### src/sv/cell_voltage_fault_monitor_core_defines.svh
// Assertion macros shared by the cell voltage fault monitor RTL.
// Standalone header; no other file is needed.
`ifndef CELL_VOLTAGE_FAULT_MONITOR_CORE_DEFINES_SVH
`define CELL_VOLTAGE_FAULT_MONITOR_CORE_DEFINES_SVH

// Same-cycle implication, disabled during reset.
`define CVFM_ASSERT_IMPL(name, clk, rst, ante, cons) \
   name: assert property (@(posedge clk) disable iff (rst) (ante) |-> (cons)) \
      else $error("cvfm same-cycle check failed");

// Next-cycle implication, disabled during reset.
`define CVFM_ASSERT_NEXT(name, clk, rst, ante, cons) \
   name: assert property (@(posedge clk) disable iff (rst) (ante) |=> (cons)) \
      else $error("cvfm next-cycle check failed");

`endif

### src/sv/cvfm_pkg.sv
// Types, codes and sizing constants for the cell voltage fault monitor.
// No dependencies.
`timescale 1ns / 1ps
`default_nettype none

package cvfm_pkg;

   localparam int SLAVE_COUNT = 10;
   localparam int SLAVE_AW    = (SLAVE_COUNT > 1) ? $clog2(SLAVE_COUNT) : 1;

   localparam int RSP_DEPTH = 4;
   localparam int RSP_PW    = $clog2(RSP_DEPTH);
   localparam int RSP_CW    = $clog2(RSP_DEPTH + 1);

   // slave modes
   localparam logic [1:0] MODE_INIT   = 2'd0;
   localparam logic [1:0] MODE_NORMAL = 2'd1;
   localparam logic [1:0] MODE_ERROR  = 2'd2;

   // report kinds
   localparam logic [1:0] KIND_VOLTAGE = 2'd0;
   localparam logic [1:0] KIND_UNDER   = 2'd1;
   localparam logic [1:0] KIND_OVER    = 2'd2;
   localparam logic [1:0] KIND_TEMP    = 2'd3;

   // register indexes
   localparam logic [1:0] CSR_LOW_LIMIT  = 2'd0;
   localparam logic [1:0] CSR_HIGH_LIMIT = 2'd1;
   localparam logic [1:0] CSR_DEBOUNCE   = 2'd2;

   localparam logic [15:0] LOW_LIMIT_RESET  = 16'd33990;
   localparam logic [15:0] HIGH_LIMIT_RESET = 16'd57103;
   localparam logic [15:0] DEBOUNCE_RESET   = 16'd0;
   localparam logic [15:0] COUNT_MAX        = 16'hFFFF;

   typedef struct packed {
      logic [3:0]  slave_index;
      logic [3:0]  cell_index;
      logic [15:0] cell_code;
      logic        thermal_alarm;
   } req_type;

   typedef struct packed {
      logic [1:0]  report_kind;
      logic [3:0]  segment_id;
      logic [3:0]  cell_number;
      logic [15:0] cell_value;
      logic        still_init;
      logic        shutdown;
      logic        last;
   } rsp_type;

   // per-slave record held in the state RAM
   typedef struct packed {
      logic [1:0]  mode;
      logic [15:0] fault_count;
   } slave_rec_type;

   localparam slave_rec_type SLAVE_REC_RESET = '{mode: MODE_INIT, fault_count: 16'd0};

   // results produced by one processed sample
   typedef struct packed {
      logic [1:0] count;
      rsp_type    first;
      rsp_type    second;
   } push_type;

endpackage

`default_nettype wire

### src/sv/cvfm_ram.sv
// Generic single-port-write, single-port-read RAM with registered read data.
// No dependencies.
`timescale 1ns / 1ps
`default_nettype none

module cvfm_ram #(
   parameter int WIDTH = 8,
   parameter int DEPTH = 16,
   localparam int AW = (DEPTH > 1) ? $clog2(DEPTH) : 1
) (
   input  wire logic             clock,
   input  wire logic             wr_en,
   input  wire logic [AW-1:0]    wr_addr,
   input  wire logic [WIDTH-1:0] wr_data,
   input  wire logic             rd_en,
   input  wire logic [AW-1:0]    rd_addr,
   output logic      [WIDTH-1:0] rd_data
);

   logic [WIDTH-1:0] mem_ff [DEPTH];
   logic [WIDTH-1:0] rd_data_ff;

   always_ff @(posedge clock) begin
      if (wr_en) begin
         mem_ff[wr_addr] <= wr_data;
      end
      if (rd_en) begin
         rd_data_ff <= mem_ff[rd_addr];
      end
   end

   assign rd_data = rd_data_ff;

endmodule

`default_nettype wire

### src/sv/cvfm_slave_stage.sv
// Per-slave state stage: state RAM, valid bits, write-back forwarding and fault decision.
// Depends on cvfm_pkg, cvfm_ram and the assertion macro header.
`timescale 1ns / 1ps
`default_nettype none
`include "cell_voltage_fault_monitor_core_defines.svh"

module cvfm_slave_stage (
   input  wire logic             clock,
   input  wire logic             reset,
   input  wire logic             in_take,
   input  wire cvfm_pkg::req_type in_item,
   input  wire logic             advance,
   input  wire logic [15:0]      low_limit,
   input  wire logic [15:0]      high_limit,
   input  wire logic [15:0]      debounce,
   output logic                  busy,
   output cvfm_pkg::push_type    push
);

   localparam int AW = cvfm_pkg::SLAVE_AW;

   logic                       s1_valid_ff, s1_valid_in;
   cvfm_pkg::req_type          s1_item_ff;
   logic [cvfm_pkg::SLAVE_COUNT-1:0] ent_valid_ff, ent_valid_in;
   logic                       lw_valid_ff, lw_valid_in;
   logic [AW-1:0]              lw_addr_ff, lw_addr_in;
   cvfm_pkg::slave_rec_type    lw_rec_ff, lw_rec_in;
   logic                       tripped_ff, tripped_in;
   logic [15:0]                otc_ff, otc_in;

   logic [$bits(cvfm_pkg::slave_rec_type)-1:0] ram_rd;
   cvfm_pkg::slave_rec_type    rec_cur, rec_new;
   logic [AW-1:0]              addr;
   logic                       in_range, proc, wr_en;
   logic [1:0]                 mode1;
   logic                       init, under, over, oor, vfault, tfault;
   logic [15:0]                cnt1;
   logic                       push_shut;

   cvfm_ram #(
      .WIDTH($bits(cvfm_pkg::slave_rec_type)),
      .DEPTH(cvfm_pkg::SLAVE_COUNT)
   ) u_state_ram (
      .clock  (clock),
      .wr_en  (wr_en),
      .wr_addr(addr),
      .wr_data(rec_new),
      .rd_en  (in_take),
      .rd_addr(AW'(in_item.slave_index)),
      .rd_data(ram_rd)
   );

   assign addr     = AW'(s1_item_ff.slave_index);
   assign in_range = 32'(s1_item_ff.slave_index) < 32'(cvfm_pkg::SLAVE_COUNT);
   assign proc     = s1_valid_ff && advance;
   assign wr_en    = proc && !tripped_ff && in_range;
   assign busy     = s1_valid_ff;

   // last write-back may not be in the RAM yet when this read was issued
   always_comb begin
      if (lw_valid_ff && lw_addr_ff == addr) begin
         rec_cur = lw_rec_ff;
      end else if (in_range && ent_valid_ff[addr]) begin
         rec_cur = cvfm_pkg::slave_rec_type'(ram_rd);
      end else begin
         rec_cur = cvfm_pkg::SLAVE_REC_RESET;
      end
   end

   always_comb begin
      mode1 = rec_cur.mode;
      if (s1_item_ff.cell_code != 16'd0 && rec_cur.mode == cvfm_pkg::MODE_INIT) begin
         mode1 = cvfm_pkg::MODE_NORMAL;
      end
      init  = (mode1 == cvfm_pkg::MODE_INIT);
      under = s1_item_ff.cell_code < low_limit;
      over  = s1_item_ff.cell_code >= high_limit;
      oor   = under || over;

      cnt1 = rec_cur.fault_count;
      if (mode1 == cvfm_pkg::MODE_NORMAL && oor && rec_cur.fault_count != cvfm_pkg::COUNT_MAX) begin
         cnt1 = 16'(rec_cur.fault_count + 16'd1);
      end
      vfault = (mode1 == cvfm_pkg::MODE_NORMAL) && oor && (cnt1 > debounce);
      tfault = !vfault && (otc_ff > debounce);

      rec_new.mode        = vfault ? cvfm_pkg::MODE_ERROR : mode1;
      rec_new.fault_count = cnt1;
   end

   always_comb begin
      push = '0;
      push.first.segment_id  = s1_item_ff.slave_index;
      push.first.cell_number = s1_item_ff.cell_index;
      push.first.cell_value  = s1_item_ff.cell_code;
      push.second.report_kind = cvfm_pkg::KIND_TEMP;
      push.second.shutdown    = 1'b1;
      push.second.last        = 1'b1;
      otc_in     = otc_ff;
      tripped_in = tripped_ff;
      if (vfault) begin
         push.first.report_kind = under ? cvfm_pkg::KIND_UNDER : cvfm_pkg::KIND_OVER;
         push.first.still_init  = 1'b0;
         push.first.shutdown    = 1'b1;
         push.first.last        = 1'b1;
      end else begin
         push.first.report_kind = cvfm_pkg::KIND_VOLTAGE;
         push.first.still_init  = init;
         push.first.shutdown    = 1'b0;
         push.first.last        = !tfault;
      end
      if (wr_en) begin
         push.count = tfault ? 2'd2 : 2'd1;
         if (vfault || tfault) begin
            tripped_in = 1'b1;
         end else if (s1_item_ff.thermal_alarm && otc_ff != cvfm_pkg::COUNT_MAX) begin
            otc_in = 16'(otc_ff + 16'd1);
         end
      end
   end

   always_comb begin
      s1_valid_in = s1_valid_ff;
      if (in_take) begin
         s1_valid_in = 1'b1;
      end else if (proc) begin
         s1_valid_in = 1'b0;
      end
      ent_valid_in = ent_valid_ff;
      lw_valid_in  = lw_valid_ff;
      lw_addr_in   = lw_addr_ff;
      lw_rec_in    = lw_rec_ff;
      if (wr_en) begin
         for (int i = 0; i < cvfm_pkg::SLAVE_COUNT; i++) begin
            if (addr == AW'(i)) begin
               ent_valid_in[i] = 1'b1;
            end
         end
         lw_valid_in = 1'b1;
         lw_addr_in  = addr;
         lw_rec_in   = rec_new;
      end
   end

   always_ff @(posedge clock) begin
      if (reset) begin
         s1_valid_ff  <= 1'b0;
         ent_valid_ff <= '0;
         lw_valid_ff  <= 1'b0;
         tripped_ff   <= 1'b0;
         otc_ff       <= 16'd0;
      end else begin
         s1_valid_ff  <= s1_valid_in;
         ent_valid_ff <= ent_valid_in;
         lw_valid_ff  <= lw_valid_in;
         tripped_ff   <= tripped_in;
         otc_ff       <= otc_in;
      end
      lw_addr_ff <= lw_addr_in;
      lw_rec_ff  <= lw_rec_in;
      if (in_take) begin
         s1_item_ff <= in_item;
      end
   end

   assign push_shut = (push.count == 2'd2) ? push.second.shutdown : push.first.shutdown;

   `CVFM_ASSERT_IMPL(a_no_result_after_trip, clock, reset, tripped_ff, push.count == 2'd0)
   `CVFM_ASSERT_NEXT(a_shutdown_latches, clock, reset, push.count != 2'd0 && push_shut, tripped_ff)
   `CVFM_ASSERT_NEXT(a_writeback_tracked, clock, reset, wr_en, lw_valid_ff && lw_addr_ff == $past(addr))

endmodule

`default_nettype wire

### src/sv/cvfm_rsp_fifo.sv
// Result queue: takes up to two results per cycle, hands out one per transfer.
// Depends on cvfm_pkg and the assertion macro header.
`timescale 1ns / 1ps
`default_nettype none
`include "cell_voltage_fault_monitor_core_defines.svh"

module cvfm_rsp_fifo (
   input  wire logic                          clock,
   input  wire logic                          reset,
   input  wire cvfm_pkg::push_type            push,
   input  wire logic                          pop,
   output cvfm_pkg::rsp_type                  head,
   output logic                               not_empty,
   output logic [cvfm_pkg::RSP_CW-1:0]        level
);

   localparam int PW = cvfm_pkg::RSP_PW;
   localparam int CW = cvfm_pkg::RSP_CW;

   cvfm_pkg::rsp_type entry_ff [cvfm_pkg::RSP_DEPTH];
   logic [PW-1:0]     wr_ptr_ff, wr_ptr_in;
   logic [PW-1:0]     rd_ptr_ff, rd_ptr_in;
   logic [CW-1:0]     count_ff, count_in;
   logic [PW-1:0]     wr_ptr_next;

   assign wr_ptr_next = PW'(wr_ptr_ff + PW'(1));
   assign wr_ptr_in   = PW'(wr_ptr_ff + PW'(push.count));
   assign rd_ptr_in   = pop ? PW'(rd_ptr_ff + PW'(1)) : rd_ptr_ff;
   assign count_in    = CW'(count_ff + CW'(push.count) - CW'(pop));

   always_ff @(posedge clock) begin
      if (reset) begin
         wr_ptr_ff <= '0;
         rd_ptr_ff <= '0;
         count_ff  <= '0;
      end else begin
         wr_ptr_ff <= wr_ptr_in;
         rd_ptr_ff <= rd_ptr_in;
         count_ff  <= count_in;
      end
      if (push.count != 2'd0) begin
         entry_ff[wr_ptr_ff] <= push.first;
      end
      if (push.count == 2'd2) begin
         entry_ff[wr_ptr_next] <= push.second;
      end
   end

   assign head      = entry_ff[rd_ptr_ff];
   assign not_empty = (count_ff != '0);
   assign level     = count_ff;

   `CVFM_ASSERT_IMPL(a_level_bound, clock, reset, 1'b1, count_ff <= CW'(cvfm_pkg::RSP_DEPTH))
   `CVFM_ASSERT_IMPL(a_pop_nonempty, clock, reset, pop, count_ff != '0)

endmodule

`default_nettype wire

### src/sv/cell_voltage_fault_monitor_core.sv
// A sample taken on req is decided in the stage register, then its results pass through
// the result queue to rsp. Throughput: 1 sample per cycle when req is not stalled. The
// state RAM is read at the req transfer and written back as the stage retires, with the
// last write forwarded. req stalls while the result queue holds more than two results.
// An over-temperature trip gives two rsp transfers.
// Reset (synchronous): default limits, slaves init with zero counts, trip cleared.
`timescale 1ns / 1ps
`default_nettype none
`include "cell_voltage_fault_monitor_core_defines.svh"

module cell_voltage_fault_monitor_core (
   input  wire logic              clock,
   input  wire logic              reset,
   // sample channel
   input  wire logic              req_valid,
   output logic                   req_ready,
   input  wire cvfm_pkg::req_type req_data,
   // result channel
   output logic                   rsp_valid,
   input  wire logic              rsp_ready,
   output cvfm_pkg::rsp_type      rsp_data,
   // register write port
   input  wire logic              csr_we,
   input  wire logic [1:0]        csr_index,
   input  wire logic [15:0]       csr_wdata
);

   logic [15:0] low_limit_ff, low_limit_in;
   logic [15:0] high_limit_ff, high_limit_in;
   logic [15:0] debounce_ff, debounce_in;

   logic                           take;
   logic                           advance;
   logic                           busy;
   logic                           pop;
   logic [cvfm_pkg::RSP_CW-1:0]    level;
   cvfm_pkg::push_type             push;

   // Register writes: unknown indexes are dropped.
   always_comb begin
      low_limit_in  = low_limit_ff;
      high_limit_in = high_limit_ff;
      debounce_in   = debounce_ff;
      if (csr_we) begin
         unique case (csr_index)
            cvfm_pkg::CSR_LOW_LIMIT:  low_limit_in  = csr_wdata;
            cvfm_pkg::CSR_HIGH_LIMIT: high_limit_in = csr_wdata;
            cvfm_pkg::CSR_DEBOUNCE:   debounce_in   = csr_wdata;
            default: ;
         endcase
      end
   end

   always_ff @(posedge clock) begin
      if (reset) begin
         low_limit_ff  <= cvfm_pkg::LOW_LIMIT_RESET;
         high_limit_ff <= cvfm_pkg::HIGH_LIMIT_RESET;
         debounce_ff   <= cvfm_pkg::DEBOUNCE_RESET;
      end else begin
         low_limit_ff  <= low_limit_in;
         high_limit_ff <= high_limit_in;
         debounce_ff   <= debounce_in;
      end
   end

   // The decision stage retires its sample only while the queue has room for
   // two results; a new sample enters whenever the stage is empty or retiring.
   assign advance   = level <= cvfm_pkg::RSP_CW'(cvfm_pkg::RSP_DEPTH - 2);
   assign req_ready = !busy || advance;
   assign take      = req_valid && req_ready;

   cvfm_slave_stage u_stage (
      .clock     (clock),
      .reset     (reset),
      .in_take   (take),
      .in_item   (req_data),
      .advance   (advance),
      .low_limit (low_limit_ff),
      .high_limit(high_limit_ff),
      .debounce  (debounce_ff),
      .busy      (busy),
      .push      (push)
   );

   // Results queue up here so the sample side keeps moving while rsp stalls.
   assign pop = rsp_valid && rsp_ready;

   cvfm_rsp_fifo u_rsp_fifo (
      .clock    (clock),
      .reset    (reset),
      .push     (push),
      .pop      (pop),
      .head     (rsp_data),
      .not_empty(rsp_valid),
      .level    (level)
   );

   `CVFM_ASSERT_IMPL(a_push_has_room, clock, reset, push.count != 2'd0,
                     level <= cvfm_pkg::RSP_CW'(cvfm_pkg::RSP_DEPTH - 2))

endmodule

`default_nettype wire

### config.mk
export PLATFORM = sky130hd
export DESIGN_NAME = cell_voltage_fault_monitor_core
export DESIGN_NICKNAME = d
export VERILOG_FILES = /design/src/sv/cvfm_pkg.sv /design/src/sv/cvfm_ram.sv /design/src/sv/cvfm_slave_stage.sv /design/src/sv/cvfm_rsp_fifo.sv /design/src/sv/cell_voltage_fault_monitor_core.sv
export VERILOG_INCLUDE_DIRS = /design/src /design/src/sv
export SDC_FILE = /design/constraint.sdc
export NUM_CORES = 1
export LEC_CHECK = 0
export ABC_CLOCK_PERIOD_IN_PS = 14250
export BUFFER_PORTS_ARGS = -buffer_cell sky130_fd_sc_hd__buf_2
export CELL_PAD_IN_SITES_DETAIL_PLACEMENT = 2
export CELL_PAD_IN_SITES_GLOBAL_PLACEMENT = 2
export CORE_UTILIZATION = 35
export DETAILED_ROUTE_END_ITERATION = 8
export GPL_ROUTABILITY_DRIVEN = 0
export MAX_ROUTING_LAYER = met4
export PLACE_DENSITY_LB_ADDON = 0.1
export SLEW_MARGIN = 10
export SYNTH_ARGS = -nofsm -noshare
export SYNTH_HDL_FRONTEND = slang
export SYNTH_SLANG_ARGS = --single-unit
### constraint.sdc
create_clock -name clock -period 14.25 [get_ports clock]
set_input_delay 1.425 -clock clock [delete_from_list [all_inputs] [get_ports clock]]
set_output_delay 1.425 -clock clock [all_outputs]
set_load 0.02 [all_outputs]
; ---- Word level (Yosys, flattened, before mapping)
; Memory sizes are Yosys's and may differ from the RTL's. A register that Yosys moved wholly into a read port is not among the register bits.
; Cells that the tools add are included.
[classes]
add_sub_neg = 7
mul = 0
div_mod_pow = 0
n_lt_le_gt_ge = 7
eq_ne = 16
n_shift = 0
muxes = 22
bitwise_logic = 1
n_reduce_logical = 43
[ops]
columns = operator, n
row1 = $mux W18, 2
row2 = $add A16 B1 Y16 const B, 2
row3 = $gt A16 B16 Y1, 2
row4 = $ne A16 B16 Y1 const B, 2
row5 = $reduce_and A2 Y1, 14
row6 = $eq A4 B3 Y1 const B, 4
row7 = $ge A16 B16 Y1, 1
row8 = $lt A16 B16 Y1, 1
row9 = $mux W16, 1
row10 = $mux W2, 8
row11 = $reduce_bool A16 Y1, 1
row12 = $logic_and A1 B1 Y1, 13
row13 = $mux W1, 9
row14 = $eq A4 B2 Y1 const B, 2
row15 = $eq A4 B4 Y1 const B, 2
row16 = $logic_not A2 Y1, 3
row17 = $lt A4 B5 Y1 const B, 1
row18 = $add A2 B1 Y2 const B, 2
row19 = $bmux W1 S4, 1
row20 = $eq A2 B1 Y1 const B, 2
row21 = $eq A2 B2 Y1 const B, 2
row22 = $eq A4 B1 Y1 const B, 1
row23 = $eq A4 B4 Y1, 1
row24 = $logic_not A1 Y1, 4
row25 = other kinds (12), 15
[word_totals]
regBits = 131
latchBits = 0
ramBits = 296
mem_bits_ro = 0
input_bits = 48
output_inout_bits = 31
elab_cells = 125
mem_count = 2
[mem_list]
columns = memory, words, word_bits, read_ports, rd_ports_with_merged_regs, wr, line_no
row1 = u_stage.u_state_ram.mem_ff, 10, 18, 1, 1, 1, cvfm_ram.sv:20  ; logic [WIDTH-1:0] mem_ff [DEPTH];
row2 = u_rsp_fifo.entry_ff, 4, 29, 1, 1, 2, cvfm_rsp_fifo.sv:20  ; cvfm_pkg::rsp_type entry_ff [cvfm_pkg::RSP_DEPTH];

; ---- Longest topological paths before layout
; Gate-level depths: netlist of run 1.
[logic_depth]
word_depth = 21
ltp_mapped = 34
mapped_depth_nobuf = 31

; ---- Hierarchy
; A second synthesis of run 1 with hierarchy kept.
[unflattened]
hier_cells = 1540
hier_area_um2 = 21538.2
[by_module_without_submodules]
columns = module, n_inst, cells_each, area_per_inst_um2, seq_area_each_um2
row1 = cvfm_ram, 1, 400, 7712.4, 5945.7
row2 = cvfm_rsp_fifo, 1, 326, 6164.7, 3663.5
row3 = cvfm_slave_stage, 1, 617, 5657.9, 1991.9
row4 = cell_voltage_fault_monitor_core, 1, 197, 2003.2, 960.9

; ---- Worst setup path before layout of run 1
; Ideal clock, no wire load.
[synth_path]
kind = register to register
startpoint = register u_stage.s1_item_ff, in the netlist u_stage.addr[0]
endpoint = register u_rsp_fifo.count_ff[2], in the netlist u_rsp_fifo.level[2]
setup_time_ns = 0.128
arrival_ns = 6.517
required_ns = 14.122
slack_ns = 7.606
path_stages_with_launch = 31
n_path_buf = 3
synth_period_minus_slack_ns = 6.644
cell_sequence = edfxtp_1 buf_6 xnor2_4 nand3_4 or2_4 buf_6 clkbuf_1 and3_1 a21oi_1 inv_1 ha_1 and4_1 a31oi_2 nor4_2 a211oi_4 nand2_4 or4_1 xor2_1 ha_1 nand4_1 or3_1 or3_1 nand4_1 nor2_2 nor2_1 nand2_1 ha_1 fa_1 xnor2_1 xnor2_1 nor2_1
[synth_via]
elab_chain_len = 20
word_cells_on_any_way = 26
cone_classes = 3 x add/sub / 2 x order compare / 3 x eq/ne / 8 x mux / 10 x reduce/logical
[synth_lines]
columns = element, line_no
row1 = "start, declared", cvfm_slave_stage.sv:23  ; cvfm_pkg::req_type s1_item_ff;
row2 = "start signal, assigned", cvfm_slave_stage.sv:162  ; s1_item_ff <= in_item;
row3 = $bmux W1 S4, cvfm_slave_stage.sv:63  ; end else if (in_range && ent_valid_ff[addr]) begin
row4 = $mux W1 (implied by the code), cvfm_slave_stage.sv:63
row5 = $logic_and A1 B1 Y1, cvfm_slave_stage.sv:63
row6 = $mux W18, cvfm_slave_stage.sv:63
row7 = $mux W18 (*), cvfm_slave_stage.sv:61  ; if (lw_valid_ff && lw_addr_ff == addr) begin
row8 = "parallel branches: the longest is 6 deep, another holds $add A16 B1 Y16", --
row9 = $mux W16 (*), cvfm_slave_stage.sv:81  ; if (mode1 == cvfm_pkg::MODE_NORMAL && oor && rec_cur.fault_count != cvfm_pkg::COUNT_MAX) begin
row10 = named net u_stage.cnt1[10], cvfm_slave_stage.sv:37  ; logic [15:0] cnt1;
row11 = $gt A16 B16 Y1 (*), cvfm_slave_stage.sv:84  ; vfault = (mode1 == cvfm_pkg::MODE_NORMAL) && oor && (cnt1 > debounce);
row12 = $logic_and A1 B1 Y1 (*), cvfm_slave_stage.sv:84
row13 = $logic_not A1 Y1 (*), cvfm_slave_stage.sv:85  ; tfault = !vfault && (otc_ff > debounce);
row14 = $logic_and A1 B1 Y1 (*), cvfm_slave_stage.sv:85
row15 = $mux W2 (*), cvfm_slave_stage.sv:113  ; push.count = tfault ? 2'd2 : 2'd1;
row16 = $mux W2 (*), cvfm_slave_stage.sv:112  ; if (wr_en) begin
row17 = $add A3 B2 Y3 (*), cvfm_rsp_fifo.sv:29  ; assign count_in = CW'(count_ff + CW'(push.count) - CW'(pop));
row18 = $sub A3 B1 Y3 (*), cvfm_rsp_fifo.sv:29
row19 = "end signal, assigned", cvfm_rsp_fifo.sv:39  ; count_ff <= count_in;
row20 = "end, declared", cvfm_rsp_fifo.sv:23  ; logic [CW-1:0] count_ff, count_in;
; Mark *: on every way through the listed nets, which the timed path passes. The select of a mux whose other input is x is not followed.
; A chain may end at the register's enable or synchronous reset.

; ---- Worst setup path in the final report of run 1
; Ends and elaborated chain as after synthesis.

==> results.md, run 1 <==
Floorplanning:
- The vertical die dimension is 237 microns.
- The top-level port count is 79.
- The area enclosed by the die boundary is 56200 sq um.
- In this run the core area contains 85 standard-cell rows.
- The die is 237 microns wide.
- The core region is 54200 sq um.
- The starting density of the core is 0.357.

STA:
- Setup repair after global routing left no endpoint under its margin.
- The measured slew at the worst slew-check pin is 1.17 ns.
- Setup violations remaining at the end of the flow were counted as 0.
- The share of the cycle needed by the critical path after routing is 0.584.
- The worst pin sits at a relative slew slack of 0.215.
- For the final database, setup skew stands at 0.0158 ns.
- The maximum clock frequency is 0.120 GHz.
- The final hold violation count is 0.
- For the final routed database, the setup TNS stands at 0 ns.
- The total count of max-transition violations in the final report is 0.
- Subtracting the final worst setup slack from the clock period gives 8.32 ns.
- Setup slack on the critical path of the routed design comes to 5.93 ns.
- The post-route worst hold slack is 0.453 ns.

Job:
- The tool flagged a number of max-cap violations equal to 0.

Global routing:
- The number of global-route vias before repair was 14700.
- The number of antenna violations at the first check in global routing is 0.
- Entering global routing, the biggest net connects 46 pins.
- The global routing met2 resource utilization is 0.364.
- The wire length of the first global-routing pass is 91600 microns.
- The overall routing resource usage is 0.224.
- After global routing the overflow that remains totals 0.
- The met1 track demand over resource in global routing is 0.299.
- For this run, global-route usage on met3 was measured as 0.0251.
- The busiest metal layer after global routing is met2.

Final layout:
- In the final design database the tool counted 1846 nets.
- The repair_antennas step left the layout with diodes totalling 0.
- In the final layout, the share of cells above drive strength 1 is 0.162.
- After routing the design area is 22200 sq um.
- The filler cells instantiated in the layout total 5601.
- The area added between synthesis and finish is 14.6%.

Worst setup path:
- Counting buffers and inverters, the worst setup path is 29 cells deep.
- Among all stages on the critical path, the largest delay is contributed by sky130_fd_sc_hd__xor2_1.
- The total buffers and inverters traversed by the critical path is 2.
- The worst setup path is captured at a register.
- The most critical setup path has its endpoint at u_rsp_fifo.level[2]$_SDFF_PP0_.
- The depth of the worst register-to-register path is 29.
- The arrival time of the worst setup path is 8.76 ns.
- The critical path starts at u_stage.addr[0]$_DFFE_PP_.
- The setup slack on the worst flop-to-flop path is 5.93 ns.
- STA classifies the critical path startpoint as a register.
- The reg-to-reg critical path endpoint is u_rsp_fifo.level[2]$_SDFF_PP0_.
- In this design, the stage delay of the slowest critical-path cell is 0.80 ns.
- At the worst endpoint, the required time is 14.69 ns.
- The family with the most delay on the worst path is simple AND/OR/NAND/NOR gates.
- The type of the setup path with the least slack is reg2reg.
- The worst flop-to-flop path startpoint is u_stage.addr[0]$_DFFE_PP_.
- The maximum fanout along the worst path is 20.

Logic synthesis:
- Ranked by total cell area, the synthesized netlist is headed by sky130_fd_sc_hd__edfxtp_1 38%, sky130_fd_sc_hd__dfxtp_1 21%, sky130_fd_sc_hd__mux4_2 7.6%, sky130_fd_sc_hd__nand2_1 6.2%, sky130_fd_sc_hd__a21oi_1 4.8%.
- The synthesized netlist cell count is 1662.
- The number of synthesized register bits is 447.
- The proportion of register bits with asynchronous set or reset after synthesis is 0.
- The number of distinct library cells after synthesis is 73.
- The most frequent cell after synthesis is sky130_fd_sc_hd__nand2_1.
- Counting flops with a built-in enable in the synthesized netlist gives 245.
- The dominant cell type by area after synthesis is sky130_fd_sc_hd__edfxtp_1.
- Of the post-synthesis cell area, the dominant cell type holds 0.380.
- The average footprint of a synthesized cell is 11.6 sq um.
- The most used flip-flop cell after synthesis is sky130_fd_sc_hd__edfxtp_1.
- The net count of the mapped netlist is 1778.
- After synthesis, the most frequently instantiated cells are 319 x sky130_fd_sc_hd__nand2_1, 245 x sky130_fd_sc_hd__edfxtp_1, 202 x sky130_fd_sc_hd__dfxtp_1.
- The synthesized cell area is 19300 sq um.
- The total number of yosys warnings is 0.
- The share of the yosys chip area belonging to registers is 0.589.

Pwr:
- The overall power of the completed layout is 3.53 mW.
- For this design the ratio of total power to cell area is 159 nW/um^2.
- Summed over all cells, the static leakage comes to 8.00 nW.
- The peak ir drop on the vdd network is 0.0758 mV.

Clock tree:
- In this run, post-CTS hold repair placed 0 buffers.
- The latest clock arrival within the worst-skew pair is 0.59 ns.
- In this run the number of H-tree levels came out at 2.
- The total CTS buffers is 51.
- The root cell of the clock tree is sky130_fd_sc_hd__clkbuf_16.
- The clock tree from TritonCTS is yes.
- The clock sink count is 447.
- Once the clock tree was built, the resizer swapped 0 gates to a different size.
- In this run the post-CTS setup repair buffer count came out at 0.
- The clock passes through at most 3 buffers.
- The CTS clock-pin slew for the worst setup and hold paths is 0.06 ns.

Route:
- The average via count per standard cell is 5.49.
- For this block, the via count after detailed routing is 13500.
- The post-detailed-route count of antenna-violating nets is 0.
- In the final routed layout, each cell accounts on average for 24.5 microns.
- The iteration-0 DRC count of the detailed router is 649.
- The sum of routed wire length over all layers is 60400 microns.
- The number of design rule violations left after detail routing is 0.
- Before antenna repair, the detailed router went through 5 iterations.

Placement:
- After legalization and detailed placement, the total HPWL measured 38300 microns.
- The worst slack at placement is 5.89 ns.
- The number of I/O port buffers is 78.
- The cell area after placement is 20500 sq um.

Run status:
- The flow ran to the end, and the final reports show no timing, DRC or antenna violations.

Min path:
- The worst hold path belongs to the class reg2reg.
==> layout make-up <==
type | count | area [sq um] | share of cell area
Sequential cell | 447 | 11400 | 0.514
Multi-Input combinational cell | 1062 | 7440 | 0.336
Clock buffer | 80 | 1540 | 0.0694
Tap cell | 696 | 871 | 0.0393
Timing Repair Buffer | 106 | 603 | 0.0272
Inverter | 62 | 233 | 0.0105
Clock inverter | 12 | 87.6 | 0.00395
==> where the power goes <==
group / internal, mW / switching [mW]
clock network: 0.755 / 0.533
registers: 1.51 / 0.102
logic: 0.249 / 0.377
==> metrics by stage <==
step / utilization / instances
final: 0.409 / 2465
after floorplan: - / 1662
after global placement: 0.379 / 2373
after detailed placement: 0.379 / 2373
after global routing: 0.409 / 2465
after CTS: 0.409 / 2465
==> how the worst min path moves through the flow <==
stage	start	endpoint	slack, ns	cells after the start
after global placement	u_rsp_fifo.entry_ff[2][22]$_SDFFE_PP0P_	u_rsp_fifo.entry_ff[2][22]$_SDFFE_PP0P_	0.44	2
after CTS	u_rsp_fifo.entry_ff[2][7]$_SDFFE_PP0P_	u_rsp_fifo.entry_ff[2][7]$_SDFFE_PP0P_	0.46	2
after global routing	u_rsp_fifo.entry_ff[1][18]$_SDFFE_PP0P_	u_rsp_fifo.entry_ff[1][18]$_SDFFE_PP0P_	0.48	2
after detailed placement	u_rsp_fifo.entry_ff[2][7]$_SDFFE_PP0P_	u_rsp_fifo.entry_ff[2][7]$_SDFFE_PP0P_	0.45	2
final	u_rsp_fifo.entry_ff[3][20]$_SDFFE_PP0P_	u_rsp_fifo.entry_ff[3][20]$_SDFFE_PP0P_	0.45	2
after floorplan	u_stage.addr[1]$_DFFE_PP_	u_stage.lw_addr_ff[1]$_DFFE_PP_	0.43	0
==> per-layer routing <==
metal	up-vias	part of all wire
met1	7076	0.47
met5	-	0
li1	6182	-
met4	0	0.017
met2	205	0.48
met3	72	0.030
==> placed cells by master (no fill, tap or decap), drive strengths merged, types with 13 or more instances in the layout <==
cell type	count
mux4	65
nor3	22
dfxtp	202
inv	62
o21ai	23
nand3	26
or3	13
nand2	320
clkbuf	80
buf	106
and3	18
ha	67
a21oi	187
mux2i	24
edfxtp	245
a211o	16
xnor2	17
a211oi	24
nand4	23
a21o	15
nor2	72
nor2b	23
==> cells by family (layout without fill, tap and decap cells) <==
group / after synthesis / after routing / synth area share
AND/OR/NAND/NOR: 558 / 558 / 0.131
flip-flops: 447 / 447 / 0.589
AO/OA/AOI/OAI: 320 / 320 / 0.102
buffers and inverters: 153 / 260 / 0.0314
multiplexers: 91 / 91 / 0.0893
adder cells (fa/ha/maj): 68 / 68 / 0.0444
XOR/XNOR: 25 / 25 / 0.0127
==> flip-flops by register name (all words and copies together) (netlist names), named ones only <==
signal,cells
u_stage.u_state_ram.mem_ff,180
u_rsp_fifo.entry_ff,116
u_stage.push,20
u_stage.lw_rec_ff,18
u_stage.u_state_ram.rd_data,18
debounce_ff,16
high_limit_ff,16
low_limit_ff,16
u_stage.otc_ff,16
u_stage.ent_valid_ff,10
u_stage.addr,4
u_stage.lw_addr_ff,4
u_rsp_fifo.level,3
u_rsp_fifo.rd_ptr_ff,2
u_rsp_fifo.wr_ptr_ff,2
u_stage.busy,1
u_stage.lw_valid_ff,1
u_stage.s1_item_ff,1
u_stage.tripped_ff,1
==> tightest hold or removal path, stage by stage, from the launching register on <==
cell	delay, ns
sky130_fd_sc_hd__dfxtp_1	0.31
sky130_fd_sc_hd__nand2_1	0.05
sky130_fd_sc_hd__a21oi_1	0.05
Power figures use the tool's default switching activity.
==> run 2, diff against run 1 <==
--- a/config.mk
+++ b/config.mk
@@ -6,7 +6,7 @@
 export SDC_FILE = /design/constraint.sdc
 export NUM_CORES = 1
 export LEC_CHECK = 0
-export ABC_CLOCK_PERIOD_IN_PS = 14250
+export ABC_CLOCK_PERIOD_IN_PS = 8700
 export BUFFER_PORTS_ARGS = -buffer_cell sky130_fd_sc_hd__buf_2
 export CELL_PAD_IN_SITES_DETAIL_PLACEMENT = 2
 export CELL_PAD_IN_SITES_GLOBAL_PLACEMENT = 2
==> constraint.sdc (replaced) <==
create_clock -name clock -period 8.7 [get_ports clock]
set_input_delay 0.87 -clock clock [delete_from_list [all_inputs] [get_ports clock]]
set_output_delay 0.87 -clock clock [all_outputs]
set_load 0.02 [all_outputs]
==> run 2 against run 1 <==
Net effect:
- register-to-register slack got worse by 5.3 ns
- die area is the same
- clock-buffer cell count fell by 10
- total power up 64%
- clock power up 63%
==> results.md, run 2 (same netlist as run 1, synthesis figures left out) <==
Final layout:
- The area added between synthesis and finish is 14.7% (about the same).
- The antenna diode count is 0 (unchanged).
- The library cells used most frequently in the layout, excluding fill and tap cells, are 319 x sky130_fd_sc_hd__nand2_1, 245 x sky130_fd_sc_hd__edfxtp_1, 201 x sky130_fd_sc_hd__dfxtp_1.
- The share of cells above drive strength 1 is 0.167 (+0.00518).
- The commonest non-fill, non-tap cell in the layout is sky130_fd_sc_hd__nand2_1.
- The post-layout net count was 1848 (+0.11%).
- The flip-flop count of the largest register after layout came to 180 (unchanged).
- The register containing the most flip-flops in the final layout is u_stage.u_state_ram.mem_ff.

STA:
- The measured slew at the worst slew-check pin came to 1.28 ns (+0.108 ns).
- The setup-violating endpoint count in the final report came to 0 (unchanged).
- The final hold violation count was 0 (unchanged).
- The minimum clock period after layout is 8.06 ns (-0.261 ns).
- The total count of max-transition violations in the final report came to 0 (unchanged).
- The normalized max-slew margin is 0.143 (-0.0729).
- The total negative setup slack is 0 ns (unchanged).
- The share of the cycle needed by the critical path after routing is 0.926 (+0.342).
- The post-route worst hold slack is 0.456 ns (+0.00251 ns).
- Setup repair after global routing left no endpoint under its margin.
- The maximum clock frequency is 0.124 GHz (+3.2%).
- The final clock skew is 0.0215 ns (+0.00571 ns).

Clock tree:
- The root cell of the clock tree is sky130_fd_sc_hd__clkbuf_16.
- The clock tree from TritonCTS is yes.
- The CTS clock-pin slew for the worst setup and hold paths is 0.06 ns (about the same).
- The number of gates given a new drive strength after cts was 0 (unchanged).
- The H-tree depth was 2 (unchanged).
- The hold buffer count at cts came to 0 (unchanged).
- The latest clock arrival within the worst-skew pair is 0.60 ns (about the same).
- The buffer levels on the longest clock path is 3 (unchanged).
- The total CTS buffers came to 51 (unchanged).
- The number of post-CTS setup repair buffers was 0 (unchanged).
- The clock sink count is 447 (unchanged).

Floorplanning:
- The starting density of the core is 0.357 (unchanged).
- The area of the core region came to 54200 sq um (unchanged).
- The top-level port count came to 79 (unchanged).
- The vertical die dimension is 237 microns (unchanged).
- The area enclosed by the die boundary is 56200 sq um (unchanged).
- The number of placement rows is 85 (unchanged).
- The die boundary width is 237 microns (unchanged).

Route:
- The sum of routed wire length over all layers is 60800 microns (+0.70%).
- The routed via count is 13400 (-0.66%).
- The iteration-0 DRC count of the detailed router is 660 (+1.7%).
- The post-detailed-route count of antenna-violating nets is 0 (unchanged).
- The iteration count of the initial detailed-routing pass was 5 (unchanged).
- The number of design rule violations left after detail routing was 0 (unchanged).
- The detailed-route wire length per cell was 24.6 microns (+0.50%).
- The average via count per standard cell came to 5.44 (-0.86%).

Worst setup path:
- The setup path with the least slack is of type reg2reg.
- The worst setup path is launched from a register.
- The family with the most delay on the worst path is simple AND/OR/NAND/NOR gates.
- The critical path data required time is 9.13 ns (-5.56 ns).
- The longest individual stage delay on the worst path is 0.76 ns (-0.04 ns).
- The worst setup path is captured at a register.
- The slowest cell on the critical path is sky130_fd_sc_hd__edfxtp_1.
- The maximum fanout along the worst path is 20 (unchanged).
- The arrival time of the worst setup path is 8.49 ns (-0.27 ns).
- The total buffers and inverters traversed by the critical path was 3 (+1).

Global routing:
- The total congestion overflow came to 0 (unchanged).
- The largest net degree at the start of global routing is 88 (+91%).
- The wire length of the first global-routing pass is 92100 microns (+0.53%).
- The number of antenna violations at the first check in global routing is 0 (unchanged).
- The overall routing resource usage is 0.225 (+0.00160).
- The number of global-route vias before repair was 14700 (-0.24%).

Placement:
- The number of I/O port buffers is 78 (unchanged).
- The HPWL after detailed placement came to 38300 microns (+0.19%).

Pwr:
- The peak ir drop on the vdd network is 0.143 mV (+89%).
- The leakage power figure is 8.01 nW (about the same).
- The total power per unit cell area came to 260 nW/um^2 (+63%).

Run status:
- The run finished with clean final reports.

Min path:
- The class of the most critical hold timing path is reg2reg.

Job:
- The max-cap violation count is 0 (unchanged).
[run 2: cell count changes in the layout (fill, tap and decap cells not counted), moves of 3 or more]
cell,delta
sky130_fd_sc_hd__clkbuf_1,-6
sky130_fd_sc_hd__inv_6,+3
sky130_fd_sc_hd__xor2_1,-3
sky130_fd_sc_hd__clkbuf_8,-3
sky130_fd_sc_hd__xor2_2,+3
sky130_fd_sc_hd__clkinv_1,+3
sky130_fd_sc_hd__clkinv_2,+3
[run 2: per-stage QoR]
| step | util | total power, mW | instance area [sq um] | setup WS, ns | cells |
|---|---|---|---|---|---|
| final | 0.409 | 5.78 | 22200 | 0.643 | 2470 |
| after global routing | 0.409 | 6.03 | 22200 | 0.0334 | 2470 |
| after CTS | 0.409 | 5.85 | 22200 | 0.353 | 2470 |
| after detailed placement | 0.379 | 3.74 | 20600 | 0.517 | 2375 |
| after global placement | 0.379 | 3.69 | 20600 | 0.878 | 2375 |
| after floorplan | - | 3.33 | 19300 | 2.06 | 1662 |
[run 2: where the power goes]
group / switching (mW) / internal (mW) / leakage [nW] / total (mW)
Sequential: 0.158 / 2.48 / 3.92 / 2.64
Clock: 0.908 / 1.19 / 0.792 / 2.10
Combinational: 0.635 / 0.409 / 3.29 / 1.04
[run 2: path summary, 6_finish.rpt]
kind | cells after the start | slack [ns] | to | start
worst max-delay path | 30 | 0.64 | u_rsp_fifo.level[2]$_SDFF_PP0_ | u_stage.addr[0]$_DFFE_PP_
worst min-delay path | 2 | 0.46 | u_rsp_fifo.entry_ff[0][25]$_SDFFE_PP0P_ | u_rsp_fifo.entry_ff[0][25]$_SDFFE_PP0P_
worst max register to register | 30 | 0.64 | u_rsp_fifo.level[2]$_SDFF_PP0_ | u_stage.addr[0]$_DFFE_PP_
worst min register to register | 2 | 0.46 | u_rsp_fifo.entry_ff[0][25]$_SDFFE_PP0P_ | u_rsp_fifo.entry_ff[0][25]$_SDFFE_PP0P_
[run 2: metal layers]
layer	vias up	GRT usage	share of wire
met5	-	-	0
met1	6993	0.303	0.47
li1	6171	-	-
met3	71	0.0311	0.033
met2	211	0.362	0.48
met4	0	0.0504	0.019
[run 2: layout make-up]
type | count | area, sq um
sequential | 447 | 11400
clock inverter | 25 | 181
clock buffer | 70 | 1430
timing repair buffer | 108 | 618
multi-input combinational | 1062 | 7460
tap | 696 | 871
fill | 5590 | 32000
inverter | 62 | 233
[run 2: worst register-to-register path, delay by kind of cell, from the launching register on]
family / cells / cell delay (ns)
buffers and inverters: 3 / 0.35
xor gates and xnor gates: 4 / 1.06
muxes: 1 / 0.26
adders and majority gates: 4 / 1.06
and+or+nand+nor: 13 / 2.94
DFF: 1 / 0.76
AOI/OAI and AO/OA: 5 / 1.46
==> run 3, diff against run 2 <==
--- a/config.mk
+++ b/config.mk
@@ -10,7 +10,8 @@
 export BUFFER_PORTS_ARGS = -buffer_cell sky130_fd_sc_hd__buf_2
 export CELL_PAD_IN_SITES_DETAIL_PLACEMENT = 2
 export CELL_PAD_IN_SITES_GLOBAL_PLACEMENT = 2
-export CORE_UTILIZATION = 35
+export CORE_ASPECT_RATIO = 1.5
+export CORE_UTILIZATION = 42
 export DETAILED_ROUTE_END_ITERATION = 8
 export GPL_ROUTABILITY_DRIVEN = 0
 export MAX_ROUTING_LAYER = met4
==> run 3 against run 2 <==
Net effect:
- global-route usage rose by 4.6 points
- design area fell by 1.1%
- routed wire length fell by 0.92%
- setup slack got worse by 0.047 ns
- non-clock buffer count rose by 7
- critical path depth fell by 2
- combinational power barely moved
- critical path type unchanged
- largest power group unchanged
==> results.md, run 3 (same netlist as run 1, synthesis figures left out) <==
Worst setup path:
- The longest individual stage delay on the worst path is 0.77 ns (about the same).
- The type of destination of the critical path is a register.
- The slowest stage of the critical path belongs to the cell sky130_fd_sc_hd__edfxtp_1.
- The critical path data required time is 9.14 ns (about the same).
- The most numerous cell on the critical path is sky130_fd_sc_hd__ha_1.
- The worst setup path is launched from a register.
- The arrival time of the worst setup path is 8.54 ns (+0.05 ns).
- The maximum fanout along the worst path came to 20 (unchanged).
- The worst setup path is of the reg2reg kind.

STA:
- The final hold violation count is 0 (unchanged).
- The post-route worst hold slack is 0.454 ns (-0.00183 ns).
- The total count of max-transition violations in the final report is 0 (unchanged).
- The normalized max-slew margin is 0.234 (+0.0918).
- The total negative setup slack was 0 ns (unchanged).
- The final clock skew is 0.0167 ns (-0.00483 ns).
- The maximum clock frequency is 0.123 GHz (-0.59%).
- The measured slew at the worst slew-check pin is 1.14 ns (-0.137 ns).
- The minimum clock period after layout is 8.10 ns (+0.0475 ns).
- The share of the cycle needed by the critical path after routing is 0.932 (+0.00546).
- Setup repair after global routing left no endpoint under its margin.
- The setup-violating endpoint count in the final report is 0 (unchanged).

Floorplanning:
- The area enclosed by the die boundary is 46900 sq um (-17%).
- The starting density of the core is 0.424 (+0.0672).
- The die boundary width came to 177 microns (-25%).
- The top-level port count is 79 (unchanged).
- The number of placement rows came to 96 (+13%).
- The vertical die dimension is 265 microns (+12%).
- The area of the core region is 45600 sq um (-16%).

Final layout:
- The post-layout net count was 1849 (+0.054%).
- The top cell types in the final layout, fill and taps aside, are 318 x sky130_fd_sc_hd__nand2_1, 245 x sky130_fd_sc_hd__edfxtp_1, 201 x sky130_fd_sc_hd__dfxtp_1.
- The share of cells above drive strength 1 is 0.165 (-0.00245).
- The post-route non-filler standard cell count is 2360 (-4.5%).
- The post-route cell area is 21900 sq um (-1.1%).
- The library cell used most frequently in the layout, excluding fill and tap cells, is sky130_fd_sc_hd__nand2_1.
- The flip-flop count of the largest register after layout came to 180 (unchanged).
- The register containing the most flip-flops in the final layout is u_stage.u_state_ram.mem_ff.
- Relative to the synthesized area, the layout overhead comes to 13.4%.
- The count of filler cells inserted in the layout came to 4619 (-17%).

Pwr:
- The total power per unit cell area is 258 nW/um^2 (-0.88%).
- The leakage power figure is 7.96 nW (-0.54%).
- The peak ir drop on the vdd network came to 0.153 mV (+6.6%).

Global routing:
- The wire length of the first global-routing pass came to 92300 microns (+0.22%).
- The total congestion overflow is 0 (unchanged).
- The number of global-route vias before repair is 15200 (+3.7%).
- The largest net degree at the start of global routing is 46 (-48%).
- The overall routing resource usage came to 0.272 (+0.0464).
- The number of antenna violations at the first check in global routing was 2 (+2).

Route:
- The number of design rule violations left after detail routing is 0 (unchanged).
- The post-detailed-route count of antenna-violating nets is 0 (unchanged).
- The routed via count was 13600 (+1.2%).
- The iteration-0 DRC count of the detailed router was 542 (-18%).
- The average via count per standard cell is 5.76 (+5.9%).
- The sum of routed wire length over all layers is 60200 microns (-0.92%).
- The detailed-route wire length per cell is 25.5 microns (+3.7%).
- The iteration count of the initial detailed-routing pass is 5 (unchanged).

Placement:
- The cell area after placement is 20500 sq um (-0.44%).
- The placed instance count is 2274 (-4.3%).
- The HPWL after detailed placement came to 40100 microns (+4.6%).
- The number of I/O port buffers came to 78 (unchanged).

Clock tree:
- TritonCTS built the clock tree.
- The H-tree depth is 2 (unchanged).
- The root cell of the clock tree is sky130_fd_sc_hd__clkbuf_16.
- The total CTS buffers was 45 (-12%).
- The latest clock arrival within the worst-skew pair is 0.57 ns (-0.03 ns).
- The number of gates given a new drive strength after cts came to 0 (unchanged).
- The number of post-CTS setup repair buffers is 0 (unchanged).
- The buffer levels on the longest clock path is 3 (unchanged).
- The clock sink count is 447 (unchanged).
- The hold buffer count at cts is 0 (unchanged).
- The CTS clock-pin slew for the worst setup and hold paths came to 0.06 ns (about the same).

Min path:
- The worst hold path belongs to the class reg2reg.

Job:
- The max-cap violation count is 0 (unchanged).

Run status:
- The flow ran to the end, and the final reports show no timing, DRC or antenna violations.
-- run 3: cell count changes in the layout (fill, tap and decap cells not counted), sizes merged --
cell | previous run | this run
clkbuf | 70 | 57
buf | 108 | 115
diode | 0 | 2
bufinv | 1 | 4
clkinvlp | 3 | 4
clkinv | 18 | 16
-- run 3: cell type report --
type                       count  area, sq um  share of cell area
tap                          588          736              0.0335
inverter                      62          233              0.0106
clock buffer                  57         1210              0.0552
sequential                   447        11400               0.520
antenna                        2         5.00            0.000228
clock inverter                27          259              0.0118
multi-input combinational   1062         7430               0.338
timing repair buffer         115          671              0.0306
-- run 3: per-stage QoR --
step	total power [mW]	setup WS [ns]	util
finish	5.66	0.596	0.481
global placement	3.69	1.06	0.448
floorplan	3.33	2.06	-
CTS	5.73	0.578	0.481
global route	5.88	0.0597	0.481
detailed placement	3.74	0.625	0.448
-- run 3: path summary, 6_finish.rpt --
| kind | cells past startpoint | from | to | slack (ns) |
|---|---|---|---|---|
| worst max register to register | 28 | u_stage.addr[0]$_DFFE_PP_ | u_rsp_fifo.level[2]$_SDFF_PP0_ | 0.60 |
| worst max-delay path | 28 | u_stage.addr[0]$_DFFE_PP_ | u_rsp_fifo.level[2]$_SDFF_PP0_ | 0.60 |
| worst min-delay path | 2 | debounce_ff[9]$_SDFFE_PP0P_ | debounce_ff[9]$_SDFFE_PP0P_ | 0.45 |
| worst min register to register | 2 | debounce_ff[9]$_SDFFE_PP0P_ | debounce_ff[9]$_SDFFE_PP0P_ | 0.45 |
-- run 3: critical path, delay by kind of cell (launching register included) --
family,cells,cell delay [ns]
muxes,1,0.27
adders and majority gates,4,1.25
AOI/OAI and AO/OA,4,1.52
xor gates and xnor gates,3,1.10
DFF,1,0.77
buffers and inverters,2,0.27
and+or+nand+nor,14,2.77
-- run 3: where the power goes --
group / switching, mW / internal (mW)
Sequential: 0.147 / 2.48
Combinational: 0.650 / 0.414
Clock: 0.858 / 1.11
Total: 1.66 / 4.01
-- run 3: layer usage --
layer / track usage / routed length [microns]
met1: 0.298 / 23700
met2: 0.504 / 33300
met4: 0.0860 / 1770
met3: 0.0303 / 1510
met5: - / 0
